===== src/integer_to_radix_symbols_top_assert.svh =====
// ----------------------------------------------------------------------------
// Assertion macros for integer_to_radix_symbols_top
// Concurrent checks that compile away when SYNTHESIS is defined.
// ----------------------------------------------------------------------------
`ifndef INTEGER_TO_RADIX_SYMBOLS_TOP_ASSERT_SVH
`define INTEGER_TO_RADIX_SYMBOLS_TOP_ASSERT_SVH

`ifndef SYNTHESIS
// same-cycle implication
`define ITRS_ASSERT_IMP(label, clk, rst_n, ante, cons, msg) \
	label: assert property (@(posedge clk) disable iff (!rst_n) (ante) |-> (cons)) \
		else $error(msg);
// next-cycle implication
`define ITRS_ASSERT_NXT(label, clk, rst_n, ante, cons, msg) \
	label: assert property (@(posedge clk) disable iff (!rst_n) (ante) |=> (cons)) \
		else $error(msg);
`else
`define ITRS_ASSERT_IMP(label, clk, rst_n, ante, cons, msg)
`define ITRS_ASSERT_NXT(label, clk, rst_n, ante, cons, msg)
`endif

`endif


===== src/itrs_pkg.sv =====
// ----------------------------------------------------------------------------
// itrs_pkg
// Constants and helpers for the integer to radix symbols converter.
// ----------------------------------------------------------------------------
package itrs_pkg;

	// largest radix the symbol table supports
	localparam int unsigned MAX_BASE = 16;

	// configuration port
	localparam int unsigned APB_ADDR_W = 5;
	localparam int unsigned APB_DATA_W = 64;

	// register indexes (byte address / 8)
	localparam logic [1:0] REG_BASE_LENGTH  = 2'd0;
	localparam logic [1:0] REG_SYMBOLS_LOW  = 2'd1;
	localparam logic [1:0] REG_SYMBOLS_HIGH = 2'd2;

	// special characters
	localparam logic [7:0] CHAR_MINUS = 8'h2D;
	localparam logic [7:0] CHAR_PLUS  = 8'h2B;

	// symbol table: 16 bytes, symbol 0 in the low byte
	typedef logic [127:0] sym_table_t;

	function automatic logic [7:0] sym_at(input sym_table_t tbl, input logic [3:0] idx);
		sym_at = tbl[{idx, 3'b000} +: 8];
	endfunction

endpackage


===== src/integer_to_radix_symbols_top.sv =====
// ----------------------------------------------------------------------------
// integer_to_radix_symbols_top
// Converts a signed integer to its text in a configurable radix, one
// character per output transfer, sign first, most significant digit first.
// ----------------------------------------------------------------------------
//
//  channel   | handshake              | payload
//  ----------+------------------------+---------------------------
//  config    | psel/penable/pready    | paddr, pwdata, prdata
//  input     | in_valid / in_stall    | value
//  output    | out_valid / out_stall  | out_char, last
//
//  One item at a time; in_stall stays high from acceptance of a valid radix
//  until the last character has been loaded into the output register, or
//  until the symbol check fails. Each item runs the symbol check, then the
//  restoring divider for each digit (one quotient bit a cycle), then the
//  sign for a negative value, then the emitting of each digit.
//  Radix 2 with a full-width value is the worst case.
//  Output stalls only hold the emit sequencer; an invalid base emits nothing.
//  arst_n clears control state and the configuration registers.
//
module integer_to_radix_symbols_top #(
	parameter int unsigned VALUE_BITS = 32
) (
	input  logic                                clk,
	input  logic                                arst_n,
	// configuration port
	input  logic                                psel,
	input  logic                                penable,
	input  logic                                pwrite,
	input  logic [itrs_pkg::APB_ADDR_W-1:0]     paddr,
	input  logic [itrs_pkg::APB_DATA_W-1:0]     pwdata,
	output logic [itrs_pkg::APB_DATA_W-1:0]     prdata,
	output logic                                pready,
	// input channel
	input  logic                                in_valid,
	output logic                                in_stall,
	input  logic signed [VALUE_BITS-1:0]        value,
	// output channel
	output logic                                out_valid,
	input  logic                                out_stall,
	output logic [7:0]                          out_char,
	output logic                                last
);

	import itrs_pkg::*;

	localparam int unsigned AW = (VALUE_BITS > 1) ? $clog2(VALUE_BITS) : 1;
	localparam int unsigned CW = $clog2(VALUE_BITS + 1);

	// sequencer states
	localparam logic [2:0] ST_IDLE  = 3'd0;
	localparam logic [2:0] ST_CHECK = 3'd1;
	localparam logic [2:0] ST_DIV   = 3'd2;
	localparam logic [2:0] ST_SIGN  = 3'd3;
	localparam logic [2:0] ST_RD    = 3'd4;
	localparam logic [2:0] ST_WR    = 3'd5;

	logic [4:0]            base_length_q;
	logic [63:0]           symbols_low_q;
	logic [63:0]           symbols_high_q;
	sym_table_t            tbl;

	logic [2:0]            state_q;
	logic [4:0]            div_q;
	logic                  neg_q;
	logic [VALUE_BITS-1:0] mag_q;
	logic [3:0]            rem_q;
	logic [AW-1:0]         bit_q;
	logic [CW-1:0]         cnt_q;
	logic [3:0]            idx_q;

	logic [3:0]            digit_mem [VALUE_BITS];
	logic [3:0]            rd_q;

	logic                  out_valid_q;
	logic [7:0]            out_char_q;
	logic                  last_q;

	logic                  cfg_wr;
	logic                  in_xfer;
	logic                  out_free;
	logic                  len_ok;
	logic                  sym_bad;
	logic [7:0]            cur_sym;
	logic [4:0]            trial;
	logic                  ge;
	logic [3:0]            rem_nx;
	logic [VALUE_BITS-1:0] mag_nx;
	logic                  bit_last;
	logic                  mem_wr;
	logic                  mem_rd;
	logic [CW-1:0]         cnt_dec;

	assign tbl      = {symbols_high_q, symbols_low_q};
	assign cfg_wr   = psel & penable & pwrite & pready;
	assign in_xfer  = in_valid & ~in_stall;
	assign out_free = ~out_valid_q | ~out_stall;
	assign pready   = 1'b1;
	assign in_stall = (state_q != ST_IDLE);

	// configuration registers
	always_ff @(posedge clk or negedge arst_n) begin
		if (!arst_n) begin
			base_length_q  <= '0;
			symbols_low_q  <= '0;
			symbols_high_q <= '0;
		end else if (cfg_wr) begin
			case (paddr[4:3])
				REG_BASE_LENGTH:  base_length_q  <= pwdata[4:0];
				REG_SYMBOLS_LOW:  symbols_low_q  <= pwdata;
				REG_SYMBOLS_HIGH: symbols_high_q <= pwdata;
				default: ;
			endcase
		end
	end

	// register readback
	always_comb begin
		case (paddr[4:3])
			REG_BASE_LENGTH:  prdata = {{(APB_DATA_W-5){1'b0}}, base_length_q};
			REG_SYMBOLS_LOW:  prdata = symbols_low_q;
			REG_SYMBOLS_HIGH: prdata = symbols_high_q;
			default:          prdata = '0;
		endcase
	end

	// radix range check at acceptance
	assign len_ok = (base_length_q >= 5'd2) && (base_length_q <= 5'(MAX_BASE));

	// symbol check: current symbol against sign chars and all later symbols
	always_comb begin
		cur_sym = sym_at(tbl, idx_q);
		sym_bad = (cur_sym == CHAR_MINUS) || (cur_sym == CHAR_PLUS);
		for (int j = 0; j < 16; j++) begin
			if ((5'(j) > {1'b0, idx_q}) && (5'(j) < div_q) &&
			    (sym_at(tbl, 4'(j)) == cur_sym))
				sym_bad = 1'b1;
		end
	end

	// restoring divider step: one quotient bit per cycle
	assign trial    = {rem_q, mag_q[VALUE_BITS-1]};
	assign ge       = (trial >= div_q);
	assign rem_nx   = ge ? 4'(trial - div_q) : trial[3:0];
	assign mag_nx   = {mag_q[VALUE_BITS-2:0], ge};
	assign bit_last = (bit_q == AW'(VALUE_BITS - 1));
	assign mem_wr   = (state_q == ST_DIV) && bit_last;
	assign mem_rd   = (state_q == ST_RD);
	assign cnt_dec  = cnt_q - 1'b1;

	// digit buffer, written LSD first, read back in reverse
	always_ff @(posedge clk) begin
		if (mem_wr)
			digit_mem[cnt_q[AW-1:0]] <= rem_nx;
		if (mem_rd)
			rd_q <= digit_mem[cnt_dec[AW-1:0]];
	end

	// sequencer
	always_ff @(posedge clk or negedge arst_n) begin
		if (!arst_n) begin
			state_q <= ST_IDLE;
			div_q   <= '0;
			neg_q   <= 1'b0;
			mag_q   <= '0;
			rem_q   <= '0;
			bit_q   <= '0;
			cnt_q   <= '0;
			idx_q   <= '0;
		end else begin
			case (state_q)
				ST_IDLE: begin
					if (in_xfer) begin
						div_q <= base_length_q;
						neg_q <= value[VALUE_BITS-1];
						mag_q <= value[VALUE_BITS-1] ? (-value) : value;
						rem_q <= '0;
						bit_q <= '0;
						cnt_q <= '0;
						idx_q <= '0;
						if (len_ok)
							state_q <= ST_CHECK;
					end
				end
				ST_CHECK: begin
					if (sym_bad)
						state_q <= ST_IDLE;
					else if (({1'b0, idx_q} + 5'd1) == div_q)
						state_q <= ST_DIV;
					else
						idx_q <= idx_q + 4'd1;
				end
				ST_DIV: begin
					mag_q <= mag_nx;
					if (bit_last) begin
						cnt_q <= cnt_q + 1'b1;
						rem_q <= '0;
						bit_q <= '0;
						if (mag_nx == '0)
							state_q <= neg_q ? ST_SIGN : ST_RD;
					end else begin
						rem_q <= rem_nx;
						bit_q <= bit_q + 1'b1;
					end
				end
				ST_SIGN: begin
					if (out_free)
						state_q <= ST_RD;
				end
				ST_RD: begin
					cnt_q   <= cnt_dec;
					state_q <= ST_WR;
				end
				ST_WR: begin
					if (out_free)
						state_q <= (cnt_q == '0) ? ST_IDLE : ST_RD;
				end
				default: state_q <= ST_IDLE;
			endcase
		end
	end

	// output register: valid flag
	always_ff @(posedge clk or negedge arst_n) begin
		if (!arst_n) begin
			out_valid_q <= 1'b0;
		end else if (out_free) begin
			out_valid_q <= (state_q == ST_SIGN) || (state_q == ST_WR);
		end
	end

	// output register: payload
	always_ff @(posedge clk) begin
		if (out_free && state_q == ST_SIGN) begin
			out_char_q <= CHAR_MINUS;
			last_q     <= 1'b0;
		end else if (out_free && state_q == ST_WR) begin
			out_char_q <= sym_at(tbl, rd_q);
			last_q     <= (cnt_q == '0);
		end
	end

	assign out_valid = out_valid_q;
	assign out_char  = out_char_q;
	assign last      = last_q;

	// checks
`include "integer_to_radix_symbols_top_assert.svh"

	`ITRS_ASSERT_IMP(a_rem_below_div, clk, arst_n, (state_q == ST_DIV), (rem_q < div_q), "remainder not below radix")
	`ITRS_ASSERT_IMP(a_div_range, clk, arst_n, (state_q == ST_DIV), (div_q >= 5'd2 && div_q <= 5'(MAX_BASE)), "divide with invalid radix")
	`ITRS_ASSERT_IMP(a_cnt_bound, clk, arst_n, 1'b1, (cnt_q <= CW'(VALUE_BITS)), "digit count overflow")
	`ITRS_ASSERT_NXT(a_last_char, clk, arst_n, (state_q == ST_WR && out_free && cnt_q == '0), (state_q == ST_IDLE && out_valid_q && last_q), "final character not flagged")

endmodule

===== config.mk =====
export PLATFORM = sky130hd
export DESIGN_NAME = integer_to_radix_symbols_top
export DESIGN_NICKNAME = d
export VERILOG_FILES = /design/src/itrs_pkg.sv /design/src/integer_to_radix_symbols_top.sv
export VERILOG_INCLUDE_DIRS = /design/src /design/src/src
export SDC_FILE = /design/constraint.sdc
export NUM_CORES = 1
export LEC_CHECK = 0
export ABC_AREA = 1
export BUFFER_PORTS_ARGS = -buffer_cell sky130_fd_sc_hd__buf_4
export CAP_MARGIN = 20
export CELL_PAD_IN_SITES_DETAIL_PLACEMENT = 1
export CELL_PAD_IN_SITES_GLOBAL_PLACEMENT = 2
export CORE_MARGIN = 2
export CORE_UTILIZATION = 38
export CTS_CLUSTER_DIAMETER = 40
export DETAILED_ROUTE_END_ITERATION = 8
export GPL_ROUTABILITY_DRIVEN = 0
export PLACE_DENSITY_LB_ADDON = 0.12
export SLEW_MARGIN = 40
export SYNTH_ARGS = -nofsm -noshare
export SYNTH_HDL_FRONTEND = slang
export SYNTH_SLANG_ARGS = --single-unit
export TNS_END_PERCENT = 50

===== constraint.sdc =====
create_clock -name clk -period 8.8 [get_ports clk]
set_clock_uncertainty 0.05 [all_clocks]
set_input_delay 2.2 -clock clk [delete_from_list [all_inputs] [get_ports clk]]
set_output_delay 2.2 -clock clk [all_outputs]
set_load 0.02 [all_outputs]

==> results of run 1 <==
-- metrics by stage --
step | worst slack, ns | hold WS (ns) | cell area [sq um] | utilization, % | std cells
after floorplan | 3.25 | 0.407 | 19700 | - | 2549
after global placement | 2.54 | 0.424 | 21400 | 41.8 | 3288
after detailed placement | 2.54 | 0.428 | 21500 | 41.9 | 3292
after CTS | 2.53 | 0.442 | 23700 | 46.2 | 3411
after global routing | 2.45 | 0.460 | 23700 | 46.2 | 3411
final | 2.52 | 0.439 | 23700 | 46.2 | 3411
-- flip-flops by register name, indices dropped and copies added, names as in the netlist --
| signal | flops |
|---|---|
| neg_q | 1 |
| idx_q | 4 |
| rd_q | 4 |
| div_q | 5 |
| last | 1 |
| digit_mem | 128 |
| symbols_low_q | 64 |
| mag_q | 32 |
| base_length_q | 5 |
| bit_q | 5 |
| cnt_q | 6 |
| symbols_high_q | 64 |
| out_char | 8 |
| out_valid | 1 |
| rem_q | 4 |
| state_q | 3 |
-- final cells by class --
cell class	count	area, sq um
Inverter	243	918
Timing Repair Buffer	208	1610
Clock buffer	80	1790
Clock inverter	39	433
Fill cell	6232	27600
Sequential cell	335	9000
Tap cell	680	851
Multi-Input combinational cell	1826	9130
-- Yosys cell counts, drive strengths merged, types with 14 or more instances --
cell type	n	area (sq um)
a21oi	100	500
nand4	14	87.6
dfrtp	194	4850
o22ai	61	382
nand3	211	1060
o221ai	44	385
o21ai	287	1440
clkbuf	94	353
nand2	594	2280
nor3	34	170
ha	16	200
o211ai	20	150
o32ai	21	184
inv	240	906
buf	51	333
nor2	288	1090
edfxtp	132	3960
xor2	61	534
-- per-layer routing --
metal,up-vias,part of all wire [%],track usage [%]
met5,-,0,0
met4,0,5.0,14.3
met3,209,5.3,4.48
met2,653,48,50.7
met1,9538,42,38.2
li1,8890,-,-
-- kinds of logic after synthesis --
kind of cell | after synthesis | share of synthesized area (%)
XOR/XNOR | 70 | 3.11
flip-flops | 335 | 45.7
AND/OR/NAND/NOR | 1154 | 24.2
AO/OA/AOI/OAI | 567 | 16.8
adder cells (fa/ha/maj) | 17 | 1.12
other | 1 | 0.0190
buffers and inverters | 388 | 8.14
multiplexers | 17 | 0.889
-- worst max path at each step --
| stage | startpoint | end | slack [ns] | depth (start not counted) |
|---|---|---|---|---|
| 6_report | paddr[4] | prdata[6] | 2.52 | 6 |
| 5_1_grt | paddr[4] | prdata[6] | 2.45 | 6 |
| 4_1_cts | paddr[4] | prdata[18] | 2.53 | 6 |
| 3_5_place_dp | paddr[4] | prdata[18] | 2.54 | 6 |
| 3_3_place_gp | paddr[4] | prdata[18] | 2.54 | 6 |
| 2_1_floorplan | paddr[4] | prdata[1] | 3.25 | 5 |
-- where the power goes --
group	total, uW	internal, uW	leakage [uW]	switching, uW
sequential	2440	2160	0.00364	280
clock	2520	1610	0.00107	912
combinational	4010	1110	0.00569	2900
-- worst reg2reg max path, stage by stage, from the launching register on --
cell and delay, ns:
dfrtp_1 0.32, buf_4 0.34, clkinv_1 0.73, nand2_1 0.44
nor3_1 0.11, nor2_1 0.12, nand2_1 0.53, nand2_2 0.70
xor2_1 0.19, nand3_1 0.11, nor2_1 0.07, nor2_1 0.17
nand2_1 0.09, nor2_1 0.44, nand4_1 0.33, nand2_1 0.16
nand2_1 0.06, nand2_1 0.06
==> out/qor.yml, run 1 <==
coreArea_sq_mm: 0.0513
r2r.worst_path.cells: 17
ys.flop_type: "dfrtp_1"
ios: 184
rr_startpoint: "idx_q[1]"
synth.distinct_cells: 58
cts_max_level: 3
fmax_mhz: 159
power_uw: 8980
layout_common_cells: "576 x nand2_1, 284 x o21ai_0, 282 x nor2_1"
rows: 83
tritoncts: "yes"
max-cap-violations: 0
start_kind: "primary input"
die_area_sq_mm: 0.0537
diodes: 0
crit_fanout: 35
setup_tns_ns: 0
layout.cells.most_common: "nand2_1"
synth-seq-cells: 335
clkSinkCount: 335
drv_slew: 0
path_common_cell: "buf_4"
worst_slew_pin_slew_ns: 0.894
routedWlPerCell_microns: 23.8
crit_family: "buffers and inverters"
grt_pass1_vias: 20000
holdCritStartpoint: "mag_q[23]"
syn-cell-area_sq_mm: 0.0197
crit_chain: "buf_4 > inv_1 > or2_2 > buf_4 > o22ai_1 > buf_4"
irDropWorstVdd_v: 0.000252
hold_viol: 0
grt_use_total_pct: 30.2
io_buffers: 179
fin_crit_sh_pct: 71.3
cpPeakStageDelay_ns: 0.64
rsz0062_at_grt: "false"
worstPathBufferInverterCount: 4
slew_headroom_pct: 40.3
antenna_found_initial: 0
fp.dieH_microns: 232
vias: 19300
outcome: "finished, final reports clean"
cpMaxStageDelayCell: "or2_2"
post_cts_buffers: 0
finalCriticalPeriod_ns: 6.28
synth_edf_count: 132
grt_overflow: 0
route.detailed.drc: 0
antenna_left: 0
regToRegEndpoint: "state_q[1]"
crit_type: "primary input to primary output"
clk_latency_ns: 0.61
p_leak_uw: 0.0104
avgSynthCellArea_sq_um: 7.73
grt_max_degree: 79
synth_cells: 2549
ys_seq_area_share_pct: 45.7
numCtsBuffers: 66
cp_data_arrival_time_ns: 4.03
syn_nets: 2674
vias_per_cell: 5.66
postCtsHoldBufs: 0
initialDrtViolationCount: 1598
holdPathEnd: "mag_q[23]"
cts.clk_slew.worst_paths_ns: 0.05
wl_microns: 81300
nNetsFinal: 2805
r2r_slack_ns: 3.72
layout-drive-gt1-share_pct: 13.4
drt_pass1_iterations: 5
setup_viol: 0
cts_buffer_depth: 3
end_kind: "primary output"
required_ns: 6.55
worstHoldPathType: "flop to flop"
p_per_area_mw_per_mm2: 378
grt_pass1_wl_microns: 123000
synthToLayoutAreaGrowth_pct: 20.5
hpwl_microns: 57000
async_flop_share_pct: 57.9
cts-resized-gates: 0
whs_path_depth: 2
start_util_pct: 38.4
ys_warn_count: 0
root_buffer: "clkbuf_16"
die_width_microns: 232
No activity file was read; power rests on OpenSTA's default activity.
==> inputs of run 2 (changes only) <==
Settings changed: CORE_UTILIZATION 38 to 32.
Clock period 8.8 ns to 5.1 ns, I/O delays scaled along.
==> run 2 against run 1 <==
  * Register-to-register slack got worse by 2.8 ns
  * Wire length rose by 3.3%
  * Combinational power rose by 77%
  * Clock power rose by 73%
  * Final cell count rose by 3.4%
  * Via count fell by 1.4%
  * Flip-flop and latch count did not move
  * Power rose by 75%
  * Cell area rose by 1.3%
  * Count of clock-buffer cells in the layout rose by 1
==> out/qor.yml, run 2 (synthesis results as in run 1) <==
largest_register_ffs: 128
vias_per_cell: 5.39
crit_fanout: 21
grt_use_total_pct: 26.5
cp_data_arrival_time_ns: 4.58
postPlaceCellArea_sq_mm: 0.0218
clkSinkCount: 335
die_area_sq_mm: 0.0635
drt_pass1_iterations: 7
rsz0062_at_grt: "false"
io_buffers: 179
fin_cells: 3528
hpwl_microns: 59400
vias: 19000
drv_slew: 0
ios: 184
cts_max_level: 3
postCtsHoldBufs: 0
rows: 90
cts.clk_slew.worst_paths_ns: 0.05
finish.instance_area_sq_mm: 0.0240
fp.dieH_microns: 252
cpMaxStageDelayCell: "dfrtp_1"
layout_common_cells: "577 x nand2_1, 284 x o21ai_0, 282 x nor2_1"
fin_crit_sh_pct: 81.1
antenna_left: 0
cts_buffer_depth: 3
worst_slew_pin_slew_ns: 0.791
setup_viol: 0
hold_viol: 0
routedWlPerCell_microns: 23.8
crit_type: "flop to flop"
slew_headroom_pct: 47.3
numCtsBuffers: 67
layout-drive-gt1-share_pct: 13.8
setup_tns_ns: 0
diodes: 0
finalCriticalPeriod_ns: 4.13
irDropWorstVdd_v: 0.000484
outcome: "finished, final reports clean"
cpPeakStageDelay_ns: 0.57
required_ns: 5.54
p_leak_uw: 0.0105
worstHoldPathType: "flop to flop"
coreArea_sq_mm: 0.0606
root_buffer: "clkbuf_16"
fmax_mhz: 242
start_util_pct: 32.5
nNetsFinal: 2826
route.detailed.drc: 0
grt_max_degree: 129
grt_pass1_wl_microns: 126000
clk_latency_ns: 0.63
power_uw: 15700
fillerInstances: 7268
grt_overflow: 0
initialDrtViolationCount: 1325
numPlacedInstances: 3414
path_common_cell: "nor2_1"
tritoncts: "yes"
cts-resized-gates: 0
wl_microns: 83900
start_kind: "flop"
grt_pass1_vias: 20000
synthToLayoutAreaGrowth_pct: 22.1
end_kind: "flop"
p_per_area_mw_per_mm2: 652
layout.cells.most_common: "nand2_1"
max-cap-violations: 0
die_width_microns: 252
crit_chain: "inv_2 > nor2_4 > nand2_1 > nor2_1 > nor2_1 > nand2_2 > nand2_2 > xor2_1 > nand3_1 > nor2_1 > nor2_1 > nand2_1 > nor2_1 > nand4_1 > nand3_1 > nand2_1"
post_cts_buffers: 0
antenna_found_initial: 1
## run 2: changes by cell type in the layout (fill, tap and decap cells not counted), moves of 2 or more
| cell | delta |
|---|---|
| buf_4 | +18 |
| buf_12 | +7 |
| buf_8 | -4 |
| clkinv_2 | -4 |
| inv_6 | -4 |
| clkbuf_1 | +3 |
| clkbuf_8 | -3 |
| clkinv_4 | +3 |
| clkinvlp_4 | -3 |
| buf_6 | -2 |
| inv_8 | -2 |
## run 2: critical path, delay by kind of cell (launching register included)
kind	cells	cell delay, ns
buffers and inverters	1	0.27
xor gates and xnor gates	1	0.29
DFF	1	0.57
and+or+nand+nor	14	2.79
## run 2: cell type report
type / count / area (sq um) / share of cell area, %
clock inverter: 33 / 430 / 1.79
sequential: 335 / 9000 / 37.4
timing repair buffer: 228 / 1800 / 7.50
inverter: 243 / 917 / 3.81
tap: 782 / 978 / 4.07
clock buffer: 81 / 1780 / 7.41
multi-input combinational: 1826 / 9130 / 38.0
## run 2: report_power, final
part	switching, uW	total, uW	internal (uW)
sequential	479	4210	3740
clock	1560	4360	2800
combinational	5050	7110	2050
## run 2: per-stage QoR
stage / utilization [%] / hold slack [ns] / worst slack [ns]
after floorplan: - / 0.407 / 1.40
after global placement: 36.0 / 0.423 / 0.748
after detailed placement: 36.0 / 0.428 / 1.08
after CTS: 39.7 / 0.439 / 1.07
after global routing: 39.7 / 0.462 / 0.819
final: 39.7 / 0.434 / 0.965
## run 2: path summary, 6_finish.rpt
check | start | endpoint | slack, ns | depth (start not counted)
setup / recovery | idx_q[2] | state_q[1] | 0.97 | 16
hold / removal | mag_q[8] | mag_q[8] | 0.43 | 2
setup reg to reg | idx_q[2] | state_q[1] | 0.97 | 16
hold reg to reg | mag_q[8] | mag_q[8] | 0.43 | 2
max in group asynchronous | arst_n | rem_q[3] | 3.43 | 2
min in group asynchronous | arst_n | symbols_high_q[21] | 0.65 | 1
## run 2: routing by layer
layer / part of all wire [%] / GRT usage [%]
met3: 4.7 / 4.00
met4: 4.6 / 12.0
met1: 43 / 33.7
met2: 48 / 44.3
met5: 0.014 / 0
==> inputs of run 3 (changes only) <==
Settings changed: CORE_UTILIZATION 32 to 36.
Clock period 5.1 ns to 4.2 ns, I/O delays scaled along.
==> run 3 against run 2 <==
  * Fmax rose by 12%
  * Clock power rose by 18%
  * Worst hold slack improved by 0.0045 ns
  * Power rose by 21%
==> out/qor.yml, run 3 (synthesis results as in run 1) <==
outcome: "finished, final reports clean"
slew_headroom_pct: 49.0
fmax_mhz: 272
post_cts_buffers: 0
nNetsFinal: 2841
fillerInstances: 6468
numCtsBuffers: 59
finalWorstSetupSlack_ns: 0.521
clkSinkCount: 335
vias_per_cell: 5.59
r2r_slack_ns: 0.52
grt_overflow: 0
numPlacedInstances: 3351
hold_viol: 0
worstHoldPathType: "primary input to async pin"
max-cap-violations: 0
tritoncts: "yes"
hpwl_microns: 58800
post-place-ws_ns: 0.293
io_buffers: 179
cts_buffer_depth: 3
grt_use_total_pct: 28.9
cts_max_level: 2
route.detailed.drc: 0
grt_pass1_vias: 20100
die_area_sq_mm: 0.0566
fin_cells: 3463
cts.clk_slew.worst_paths_ns: 0.05
setup_viol: 0
synthToLayoutAreaGrowth_pct: 22.1
setup_tns_ns: 0
die_width_microns: 238
coreArea_sq_mm: 0.0539
antenna_left: 0
antenna_found_initial: 1
wl_microns: 81700
p_per_area_mw_per_mm2: 790
irDropWorstVdd_v: 0.000456
cp_data_arrival_time_ns: 4.20
root_buffer: "clkbuf_16"
worst_slew_pin_slew_ns: 0.764
crit_type: "flop to flop"
largest_register_ffs: 128
finalCriticalPeriod_ns: 3.68
diodes: 0
end_kind: "flop"
layout.cells.most_common: "nand2_1"
p_leak_uw: 0.0106
layout_common_cells: "577 x nand2_1, 284 x o21ai_0, 282 x nor2_1"
vias: 19400
fp.dieH_microns: 238
cts-resized-gates: 0
grt_max_degree: 79
postCtsHoldBufs: 0
routedWlPerCell_microns: 23.6
rows: 85
start_kind: "flop"
clk_latency_ns: 0.64
drv_slew: 0
start_util_pct: 36.5
grt_pass1_wl_microns: 124000
initialDrtViolationCount: 1537
required_ns: 4.72
ios: 184
fin_crit_sh_pct: 87.6
layout-drive-gt1-share_pct: 14.5
rsz0062_at_grt: "false"
crit_fanout: 15
drt_pass1_iterations: 6
## run 3: worst max-delay path: stages, from the launching register on
cell and delay, ns:
dfrtp_1 0.36, clkinv_1 0.49, nand3_1 0.39, nand2_1 0.17, nand2_1 0.10, nand2_2 0.06
nand2_2 0.19, buf_4 0.29, nand2_1 0.08, nand2_1 0.12, nor2_1 0.06, nand3_1 0.07
nor2_1 0.04, nor2_1 0.19, nand2_1 0.08, nor2_1 0.28, nand4_1 0.28, nand2_1 0.16
nand2_1 0.06, nand2_1 0.05
## run 3: metrics by stage
stage | hold slack, ns | util (%) | power [uW] | area (sq um)
after floorplan | 0.407 | - | 10300 | 19700
after global placement | 0.422 | 40.6 | 13600 | 21900
after detailed placement | 0.426 | 40.6 | 13800 | 21900
after CTS | 0.441 | 44.6 | 19000 | 24000
after global routing | 0.470 | 44.6 | 20100 | 24000
final | 0.438 | 44.6 | 19000 | 24000
## run 3: layer usage
| layer | up-vias | track usage, % | wire [microns] |
|---|---|---|---|
| met4 | 2 | 13.3 | 4060 |
| met5 | - | 0 | 13 |
| met2 | 555 | 48.6 | 38700 |
| li1 | 8964 | - | - |
| met1 | 9647 | 37.4 | 35000 |
| met3 | 193 | 3.29 | 3990 |
## run 3: area by class of cell
| cell class | count | area (sq um) | area share (%) |
|---|---|---|---|
| multi-input cells | 1826 | 9130 | 38.0 |
| flip-flops and latches | 335 | 9000 | 37.4 |
| repair buffers | 251 | 1990 | 8.28 |
| clock buffers | 66 | 1520 | 6.34 |
| inverters | 243 | 917 | 3.81 |
| well taps | 696 | 871 | 3.62 |
| clock inverters | 46 | 616 | 2.56 |
## run 3: path summary, 6_finish.rpt
kind | startpoint | end | cells past startpoint
min in group clk | mag_q[14] | mag_q[14] | 2
max in group asynchronous | arst_n | cnt_q[0] | 2
setup reg to reg | idx_q[1] | state_q[1] | 19
hold reg to reg | mag_q[14] | mag_q[14] | 2
setup / recovery | idx_q[1] | state_q[1] | 19
hold / removal | arst_n | symbols_low_q[3] | 1
## run 3: power breakdown
group / total (uW) / internal [uW] / switching (uW) / leakage, uW
combinational: 8760 / 2630 / 6130 / 0.00592
clock: 5150 / 3280 / 1870 / 0.00103
sequential: 5100 / 4530 / 576 / 0.00364
